**src/sv/btht_pkg.sv**
```systemverilog
// ----------------------------------------------------------------------------
// btht_pkg
// Types and constants shared by the box table hit test block: command and
// result payloads, the stored box format, opcodes, status codes and states.
// ----------------------------------------------------------------------------
package btht_pkg;

  localparam int TABLE_DEPTH = 64;
  localparam int SLOT_W      = 6;
  localparam int CNT_W       = 7;
  localparam int COORD_W     = 16;

  typedef logic [SLOT_W-1:0] slot_t;
  typedef logic [CNT_W-1:0]  cnt_t;
  typedef logic signed [COORD_W-1:0] coord_t;

  typedef enum logic [2:0] {
    OP_ADD    = 3'd0,
    OP_SET    = 3'd1,
    OP_REMOVE = 3'd2,
    OP_QBOX   = 3'd3,
    OP_QPOINT = 3'd4
  } op_t;

  typedef enum logic [1:0] {
    ST_OK      = 2'd0,
    ST_FULL    = 2'd1,
    ST_INVALID = 2'd2,
    ST_NOMATCH = 2'd3
  } status_t;

  typedef struct packed {
    logic [2:0] op;
    slot_t      entry_id;
    coord_t     box_x_min;
    coord_t     box_y_min;
    coord_t     box_x_max;
    coord_t     box_y_max;
    coord_t     point_x;
    coord_t     point_y;
  } in_t;

  typedef struct packed {
    logic [1:0] status;
    slot_t      slot_out;
    logic       last;
  } out_t;

  typedef struct packed {
    coord_t x_min;
    coord_t y_min;
    coord_t x_max;
    coord_t y_max;
  } box_t;

  typedef enum logic [2:0] {
    S_IDLE,
    S_ALLOC,
    S_POP,
    S_ADD_WR,
    S_UPD,
    S_RESP,
    S_SCAN
  } state_t;

endpackage

```
**src/sv/btht_free_stack.sv**
```systemverilog
// ----------------------------------------------------------------------------
// btht_free_stack
// LIFO of freed slot numbers held in a memory with a fill count.
// A pop loads the top entry into a register that drives pop_slot.
// ----------------------------------------------------------------------------
module btht_free_stack import btht_pkg::*; (
  input  logic  clk,
  input  logic  rst_n,
  input  logic  push,
  input  slot_t push_slot,
  input  logic  pop,
  output slot_t pop_slot,
  output cnt_t  count
);

  slot_t mem [TABLE_DEPTH];
  slot_t pop_slot_r;
  cnt_t  count_r;
  cnt_t  count_nxt;
  cnt_t  top_idx;

  // The caller never pushes onto a full stack or pops an empty one.
  assign top_idx = count_r - cnt_t'(1);

  always_comb begin
    count_nxt = count_r;
    if (push) begin
      count_nxt = count_r + cnt_t'(1);
    end else if (pop) begin
      count_nxt = top_idx;
    end
  end

  always_ff @(posedge clk) begin
    if (!rst_n) begin
      count_r <= '0;
    end else begin
      count_r <= count_nxt;
    end
  end

  always_ff @(posedge clk) begin
    if (push) begin
      mem[count_r[SLOT_W-1:0]] <= push_slot;
    end
    if (pop) begin
      pop_slot_r <= mem[top_idx[SLOT_W-1:0]];
    end
  end

  assign pop_slot = pop_slot_r;
  assign count    = count_r;

endmodule

```
**config.mk**
```make
export PLATFORM = sky130hd
export DESIGN_NAME = btht_free_stack
export DESIGN_NICKNAME = d
export VERILOG_FILES = /design/src/sv/btht_pkg.sv /design/src/sv/btht_free_stack.sv
export SDC_FILE = /design/constraint.sdc
export NUM_CORES = 1
export LEC_CHECK = 0
export BUFFER_PORTS_ARGS = -buffer_cell sky130_fd_sc_hd__buf_2
export CAP_MARGIN = 20
export CORE_AREA = 2 2 245 223
export DETAILED_ROUTE_END_ITERATION = 10
export DIE_AREA = 0 0 247 225
export PLACE_DENSITY = 0.56
export SYNTH_ARGS = -nofsm -noshare
export SYNTH_HDL_FRONTEND = slang
export SYNTH_SLANG_ARGS = --single-unit
```
**constraint.sdc**
```tcl
create_clock -name clk -period 3.1 [get_ports clk]
set_input_delay 0 -clock clk [delete_from_list [all_inputs] [get_ports clk]]
set_output_delay 0 -clock clk [all_outputs]
set_load 0.02 [all_outputs]
```
==> run metrics <==
internal power 9.66 mW; WL/cell 22.2 µm; DRT antenna net count 0; Final nets 923; synthesis-to-layout area growth 16.5%; Synth Flop Type edfxtp_1; CTS buffer count 42; sequential power share 46.8%; global route overflow 0; period utilisation layout 92.8%; Mapped Area 15800 µm²; commonest non-fill, non-tap cell in the layout edfxtp_1; vias per inst 4.89; Die Area 55600 µm²; switching part of the total power 25.4%; Synth Net Count 852; Post-synth EDFFs 390; Overall Global Routing Usage 13.5%; Final Hold Viols 0; Leak 5.73 nW; FF-to-FF setup slack 0.22 ns; via count 8042; TritonRoute pass-1 iters 5; Synthesis Warnings 0; clock sink total 397; reg2reg path depth 6; H-tree depth 2; f_max 0.348 GHz; Layout fillers 4887; IO Port Bufs 22; crit path capture type flip-flop; Max Cap Violations 0; origin of the critical flop-to-flop path count[0]; Worst-path clk slew 0.06 ns; detailed placement HPWL 23.3 mm; Logic pwr share 15.1%; Placer Congestion 0.833; worst vdd rail ir drop 0.463 mV; sequential share of the synthesized area 75.0%; final wirelength 36.5 mm; layout cells sized above 1 25.3%; critical path startpoint count[0]; CTS tree done; final worst-path setup slack 0.223 ns; first-pass GRT wire length 55.2 mm; Placed Cells 1558; largest net degree at the start of global routing 71; Synth async-reset ratio 0%; CORE AREA 52800 µm²; reg2reg end pop_slot[5]; post-synth cell types 43; RSZ-0062 raised after global routing no; kind of launch point of the worst setup path flip-flop; Setup Viol. Count Final 0; Clock Power Share 38.1%; # resized after CTS 0; num ports 23; Synth Instances 840; clock latency on the worst-skew pair 0.56 ns; post-place setup slack 0.230 ns; synthesized flop and latch total 397; status finished clean; Final TNS setup 0 ns; crit path kind reg -> reg; Initial Util 29.9%; max-slew violations 0; min Tclk post-route 2.88 ns; CTS Root Cell clkbuf_16; Avg Inst Size Synth 18.8 µm²; Fin Clk Skew 0.0142 ns; DRC viols 0; highest-count cells in the layout ignoring fill and taps 390 x edfxtp_1, 114 x nor2_1, 96 x mux4_2; Slew headroom 25.3%; Worst Setup EP pop_slot[5]; Die H 225 µm; P_sw 3.29 mW; Hold Path Class in -> reg; clock buffer depth 3; CP Data Required Time 3.37 ns; Post-Layout Cell Count 1644; vias in the first global route 8216; crit path max fanout 70; PD cells 704 nW/µm²; DIE WIDTH 247 µm; num rows 80; WP data arrival 3.15 ns; initial drt markers 611; initial antenna violation count 1; postcts setup bufs 0; hold_ws 0.101 ns; Slew @ Worst Pin 1.12 ns
## area by class of cell
| class | count | area [µm²] | area share (%) |
|---|---|---|---|
| tap | 697 | 872 | 4.74 |
| sequential | 397 | 11900 | 64.4 |
| clock buffer | 47 | 1070 | 5.81 |
| timing repair buffer | 77 | 586 | 3.18 |
| multi-input combinational | 389 | 3710 | 20.2 |
| inverter | 4 | 15.0 | 0.0816 |
| clock inverter | 31 | 283 | 1.54 |
| antenna | 2 | 5.00 | 0.0272 |
## synthesized netlist by cell type (all sizes together), types with 7 or more instances
library cell	number	area [µm²]
edfxtp	390	11700
nor2	114	428
mux4	96	2160
nand2	53	199
clkbuf	27	101
buf	23	139
nand3	18	90.1
o22ai	15	93.8
o211ai	12	90.1
and2	11	68.8
o21ai	8	40.0
dfxtp	7	140
## through the flow
stage                     util [%]  power, mW  cell area [µm²]
after CTS                     34.8       13.1            18400
after floorplan                  -       7.39            15800
after global routing          34.9       13.4            18400
after detailed placement      32.2       8.15            17000
after global placement        32.2       8.14            17000
final                         34.9       13.0            18400
## power groups by stage
stage          Combinational (mW)  Clock (mW)  Sequential, mW
2_1_floorplan                1.20           0            6.19
3_3_place_gp                 1.96           0            6.18
3_5_place_dp                 1.97           0            6.18
4_1_cts                      1.98        5.04            6.07
5_1_grt                      2.11        5.25            6.06
6_report                     1.96        4.93            6.06
## routing by layer
layer  GRT usage, %  vias up  wire (µm)
li1               -     3511          -
met1           19.0     4250      16300
met5              0        -          0
met2           21.3      232      17500
met3           2.31       49       1950
met4           3.98        0        745
## flip-flops by register name, summed over array words and instances (netlist names)
name / cells
mem: 384
pop_slot: 6
count: 7
## critical path: stages, from the launching register on
cell and delay (ns):
dfxtp_4 0.36, buf_12 0.23, or3_1 0.50, o22ai_1 0.88
o22ai_1 0.23, o211ai_1 0.24, o32ai_1 0.15
## kinds of logic (layout without fill, tap and decap cells)
| group | after synthesis | after routing | synth area share [%] |
|---|---|---|---|
| flip-flops | 397 | 397 | 75.0 |
| AND/OR/NAND/NOR | 218 | 218 | 5.86 |
| multiplexers | 103 | 103 | 14.2 |
| AO/OA/AOI/OAI | 57 | 57 | 2.53 |
| buffers and inverters | 54 | 159 | 1.62 |
| XOR/XNOR | 9 | 9 | 0.618 |
| adder cells (fa/ha/maj) | 2 | 2 | 0.158 |
| other | 0 | 2 | 0 |
## worst min-delay path by stage
stage / end / cells past startpoint / start / slack (ns)
floorplan: mem[0][0] / 0 / push_slot[0] / 0.1
global placement: count[3] / 2 / rst_n / 0.35
detailed placement: count[5] / 2 / rst_n / 0.35
CTS: mem[4][4] / 1 / push_slot[4] / 0.11
global route: mem[26][4] / 1 / push_slot[4] / 0.14
finish: mem[1][4] / 1 / push_slot[4] / 0.10
## what timing repair did
action,4_1_cts,5_1_grt
endpoints found under the hold margin,13,10
hold buffers,4,1
setup endpoints to repair,0,0
(Power assumes the default switching activity.)
