<file path="config.mk">
export PLATFORM = sky130hd
export DESIGN_NAME = btht_box_mem
export DESIGN_NICKNAME = d
export VERILOG_FILES = /design/src/sv/btht_pkg.sv /design/src/sv/btht_box_mem.sv
export SDC_FILE = /design/constraint.sdc
export NUM_CORES = 2
export LEC_CHECK = 0
export ABC_CLOCK_PERIOD_IN_PS = 8700
export BUFFER_PORTS_ARGS = -buffer_cell sky130_fd_sc_hd__buf_2
export CAP_MARGIN = 20
export CORE_AREA = 4 4 505 507
export DETAILED_ROUTE_END_ITERATION = 7
export DIE_AREA = 0 0 509 511
export GPL_ROUTABILITY_DRIVEN = 0
export PLACE_DENSITY = 0.79
export SYNTH_ARGS = -nofsm -noshare
export SYNTH_HDL_FRONTEND = slang
export SYNTH_SLANG_ARGS = --single-unit
</file>
<file path="constraint.sdc">
create_clock -name clk -period 8.7 [get_ports clk]
set_input_delay 2.175 -clock clk [delete_from_list [all_inputs] [get_ports clk]]
set_output_delay 2.175 -clock clk [all_outputs]
set_load 0.02 [all_outputs]
</file>
<file path="src/sv/btht_pkg.sv">
// ----------------------------------------------------------------------------
// btht_pkg
// Types and constants shared by the box table hit test block: command and
// result payloads, the stored box format, opcodes, status codes and states.
// ----------------------------------------------------------------------------
package btht_pkg;

  localparam int TABLE_DEPTH = 64;
  localparam int SLOT_W      = 6;
  localparam int CNT_W       = 7;
  localparam int COORD_W     = 16;

  typedef logic [SLOT_W-1:0] slot_t;
  typedef logic [CNT_W-1:0]  cnt_t;
  typedef logic signed [COORD_W-1:0] coord_t;

  typedef enum logic [2:0] {
    OP_ADD    = 3'd0,
    OP_SET    = 3'd1,
    OP_REMOVE = 3'd2,
    OP_QBOX   = 3'd3,
    OP_QPOINT = 3'd4
  } op_t;

  typedef enum logic [1:0] {
    ST_OK      = 2'd0,
    ST_FULL    = 2'd1,
    ST_INVALID = 2'd2,
    ST_NOMATCH = 2'd3
  } status_t;

  typedef struct packed {
    logic [2:0] op;
    slot_t      entry_id;
    coord_t     box_x_min;
    coord_t     box_y_min;
    coord_t     box_x_max;
    coord_t     box_y_max;
    coord_t     point_x;
    coord_t     point_y;
  } in_t;

  typedef struct packed {
    logic [1:0] status;
    slot_t      slot_out;
    logic       last;
  } out_t;

  typedef struct packed {
    coord_t x_min;
    coord_t y_min;
    coord_t x_max;
    coord_t y_max;
  } box_t;

  typedef enum logic [2:0] {
    S_IDLE,
    S_ALLOC,
    S_POP,
    S_ADD_WR,
    S_UPD,
    S_RESP,
    S_SCAN
  } state_t;

endpackage

</file>
<file path="src/sv/btht_box_mem.sv">
// ----------------------------------------------------------------------------
// btht_box_mem
// Box storage: one write port and one read port, read data registered.
// The read register holds its value while the read enable is low.
// ----------------------------------------------------------------------------
module btht_box_mem import btht_pkg::*; (
  input  logic  clk,
  input  logic  we,
  input  slot_t waddr,
  input  box_t  wdata,
  input  logic  re,
  input  slot_t raddr,
  output box_t  rdata
);

  box_t mem [TABLE_DEPTH];
  box_t rdata_r;

  always_ff @(posedge clk) begin
    if (we) begin
      mem[waddr] <= wdata;
    end
    if (re) begin
      rdata_r <= mem[raddr];
    end
  end

  assign rdata = rdata_r;

endmodule

</file>
==> impl_metrics.csv <==
group,metric,value,unit
timing,finalHoldViolCount,0,
synthesis,synth-xor-area-share,0,
route,drt-total-wl,468000,µm
clock_network,cts_setup_buffers,0,
power,total_power,41.6,mW
final_layout,layout_common_cells,"4160 x edfxtp_1, 1024 x mux4_2, 401 x clkbuf_16, 168 x a22oi_1, 160 x buf_4",
setup_path,max_stage_delay,0.65,ns
floorplan,io_pins,143,
placed_design,port_buffers,142,
timing,skew,0.0761,ns
route,drc,0,
clock_network,htreeDepth,5,
setup_path,worstPathCellList,"buf_8 > buf_12 > buf_4 > mux4_2 > a22o_1 > nor2_1 > a211oi_1",
setup_path,end_kind,"register",
global_route,first_global_vias,82500,
floorplan,start_util,0.627,
timing,clock.fmax,0.212,GHz
floorplan,fp.dieArea,260000,µm²
synthesis,ys_warn_count,0,
final_layout,utilization,0.702,
setup_path,cp_max_fo,120,
setup_path,arrival,5.38,ns
route,route.vias.total,81400,
synthesis,synthSimpleGateAreaFrac,0.0123,
setup_path,crit_slowest_cell,"buf_12",
clock_network,clockBufferDepth,4,
synthesis,synth_nets,6677,
timing,finalSetupViolCount,0,
timing,hold_ws,0.945,ns
final_layout,multi_input_area,30800,µm²
power,ir_drop,0.317,mV
worst_hold_path,min_from,"mem[62][30]",
synthesis,synthAdderAreaFrac,0,
route,vias_per_cell,7.63,
setup_path,crit_type,"input pin to register",
floorplan,die_x,509,µm
route,dr.max_layer_used,"met5",
timing,rsz0062_at_grt,"false",
timing,period_needed,4.71,ns
clock_network,hold_buffers,0,
global_route,grt_pass1_wl,646000,µm
synthesis,yosysTopAreaCell,"edfxtp_1",
status,status,"completed",
synthesis,synth_area,157000,µm²
worst_hold_path,min_path_type,"register to register",
route,wl_per_cell,43.9,µm
timing,relSlewSlack,0.162,
synthesis,synth_top_family_by_area,"multiplexers",
floorplan,rows,184,
global_route,antenna_found_initial,35,
setup_path,critPathLaunch,"raddr[1]",
placed_design,hpwl,214000,µm
placed_design,dp.cells,9907,
synthesis,synthMuxAreaShare,0.156,
clock_network,cts_tree,"built",
flow_run,drv_cap,0,
timing,fin_crit_sh,0.541,
clock_network,clock_sinks,4160,
synthesis,synth_area_leaders,"edfxtp_1 80%, mux4_2 15%, mux2i_1 0.86%",
synthesis,synth_seq_cells,4160,
final_layout,nets,7070,
final_layout,syn2layout_area_growth,12.0,%
timing,timing.setup.tns,0,ns
clock_network,cts-root-buf,"clkbuf_16",
clock_network,cts-resized-gates,0,
route,wl_met3,75600,µm
synthesis,synth_seq_area_share,0.796,
synthesis,synth-compound-area-share,0.0247,
synthesis,avgSynthCellArea,23.8,µm²
route,drt_iter0_drc,16300,
floorplan,die_h,511,µm
setup_path,cp.required,9.38,ns
setup_path,reg2reg_slack,6.40,ns
floorplan,coreArea,250000,µm²
global_route,grt_max_degree,138,
final_layout,final-instance-count-excl-fill,10700,
final_layout,fillCellCount,13300,
power,power.density,237,nW/µm²
timing,maxSlewViolCount,0,
route,firstDrtPassIters,8,
final_layout,seqCellArea,125000,µm²
route,drt-met1-wl,141000,µm
power,p_leak,54.8,nW
route,wl_met2,219000,µm
synthesis,synthCells,6598,
worst_hold_path,whs_path_depth,4,
clock_network,insertion_delay,1.03,ns
final_layout,drive_gt1_frac,0.281,
synthesis,synth_edf_count,4160,
clock_network,cts_buffers,397,
setup_path,r2r-start,"mem[13][30]",
synthesis,synth_cell_types,32,
setup_path,startpoint_type,"input pin",
global_route,grt.total_usage,0.359,
final_layout,final_common_cell,"edfxtp_1",
clock_network,path_clk_slew,0.07,ns
global_route,grt.overflow.total,0,
setup_path,ff2ff_path_depth,5,
synthesis,synth_top_flop_cell,"edfxtp_1",
synthesis,synthArstFlopShare,0,
synthesis,yosysTopAreaCellShare,0.796,
timing,tightest_slew,1.26,ns
route,ant_nets,0,
==> per-layer routing <==
layer,track usage,up-vias
met1,0.468,41300
met4,0.204,32
met2,0.537,8926
met5,0.000926,-
met3,0.121,1822
li1,-,29300
==> power by group <==
group | leakage, nW | switching, mW | total (mW) | internal, mW
Sequential | 37.5 | 0.0946 | 22.3 | 22.2
Combinational | 11.2 | 1.27 | 1.98 | 0.702
Clock | 6.18 | 7.58 | 17.3 | 9.73
==> cell families after synthesis <==
group | Yosys count
multiplexers | 1159
AO/OA/AOI/OAI | 504
flip-flops | 4160
AND/OR/NAND/NOR | 386
buffers and inverters | 389
==> critical path, delay by kind of cell <==
family                 cells  cell delay (ns)
AND/OR/NAND/NOR            1             0.49
multiplexers               1             0.38
buffers and inverters      3             1.62
AO/OA/AOI/OAI              2             0.47
==> sequential cells by signal, summed over array words and instances (netlist names) <==
register  cells
mem        4096
rdata        64
==> worst paths after layout <==
kind,to
worst max-delay path,rdata[15]
worst max register to register,rdata[30]
worst min register to register,rdata[30]
worst min-delay path,rdata[30]
==> metrics by stage <==
| step | area (µm²) | setup slack [ns] |
|---|---|---|
| 2_1_floorplan | 157000 | 1.09 |
| 3_3_place_gp | 163000 | 3.22 |
| 3_5_place_dp | 163000 | 3.21 |
| 4_1_cts | 175000 | 4.16 |
| 5_1_grt | 176000 | 3.98 |
| 6_report | 176000 | 3.99 |
==> cells in the mapped netlist (18+ instances only) <==
| cell | n |
|---|---|
| a211oi_1 | 63 |
| a22o_1 | 88 |
| mux4_2 | 1024 |
| buf_2 | 170 |
| inv_1 | 19 |
| mux2i_1 | 135 |
| buf_4 | 34 |
| a41oi_1 | 26 |
| or3_1 | 29 |
| nand3_1 | 45 |
| o22ai_1 | 83 |
| edfxtp_1 | 4160 |
| and3_1 | 64 |
| nand2_1 | 58 |
| o221ai_1 | 38 |
| nor2b_1 | 28 |
| clkbuf_1 | 140 |
| a31oi_1 | 18 |
| a2bb2oi_1 | 19 |
| a22oi_1 | 168 |
| or2_2 | 28 |
| buf_1 | 20 |
| nor2_1 | 112 |
==> cell type report <==
cell class                      instances  area share
Tap cell                             3348      0.0238
Inverter                               19    0.000406
Sequential cell                      4160       0.710
Antenna cell                           24    0.000342
Clock inverter                        238      0.0131
Timing Repair Buffer                  364      0.0183
Multi-Input combinational cell       2049       0.175
Clock buffer                          466      0.0585
No activity file was read; power rests on OpenSTA's default activity.
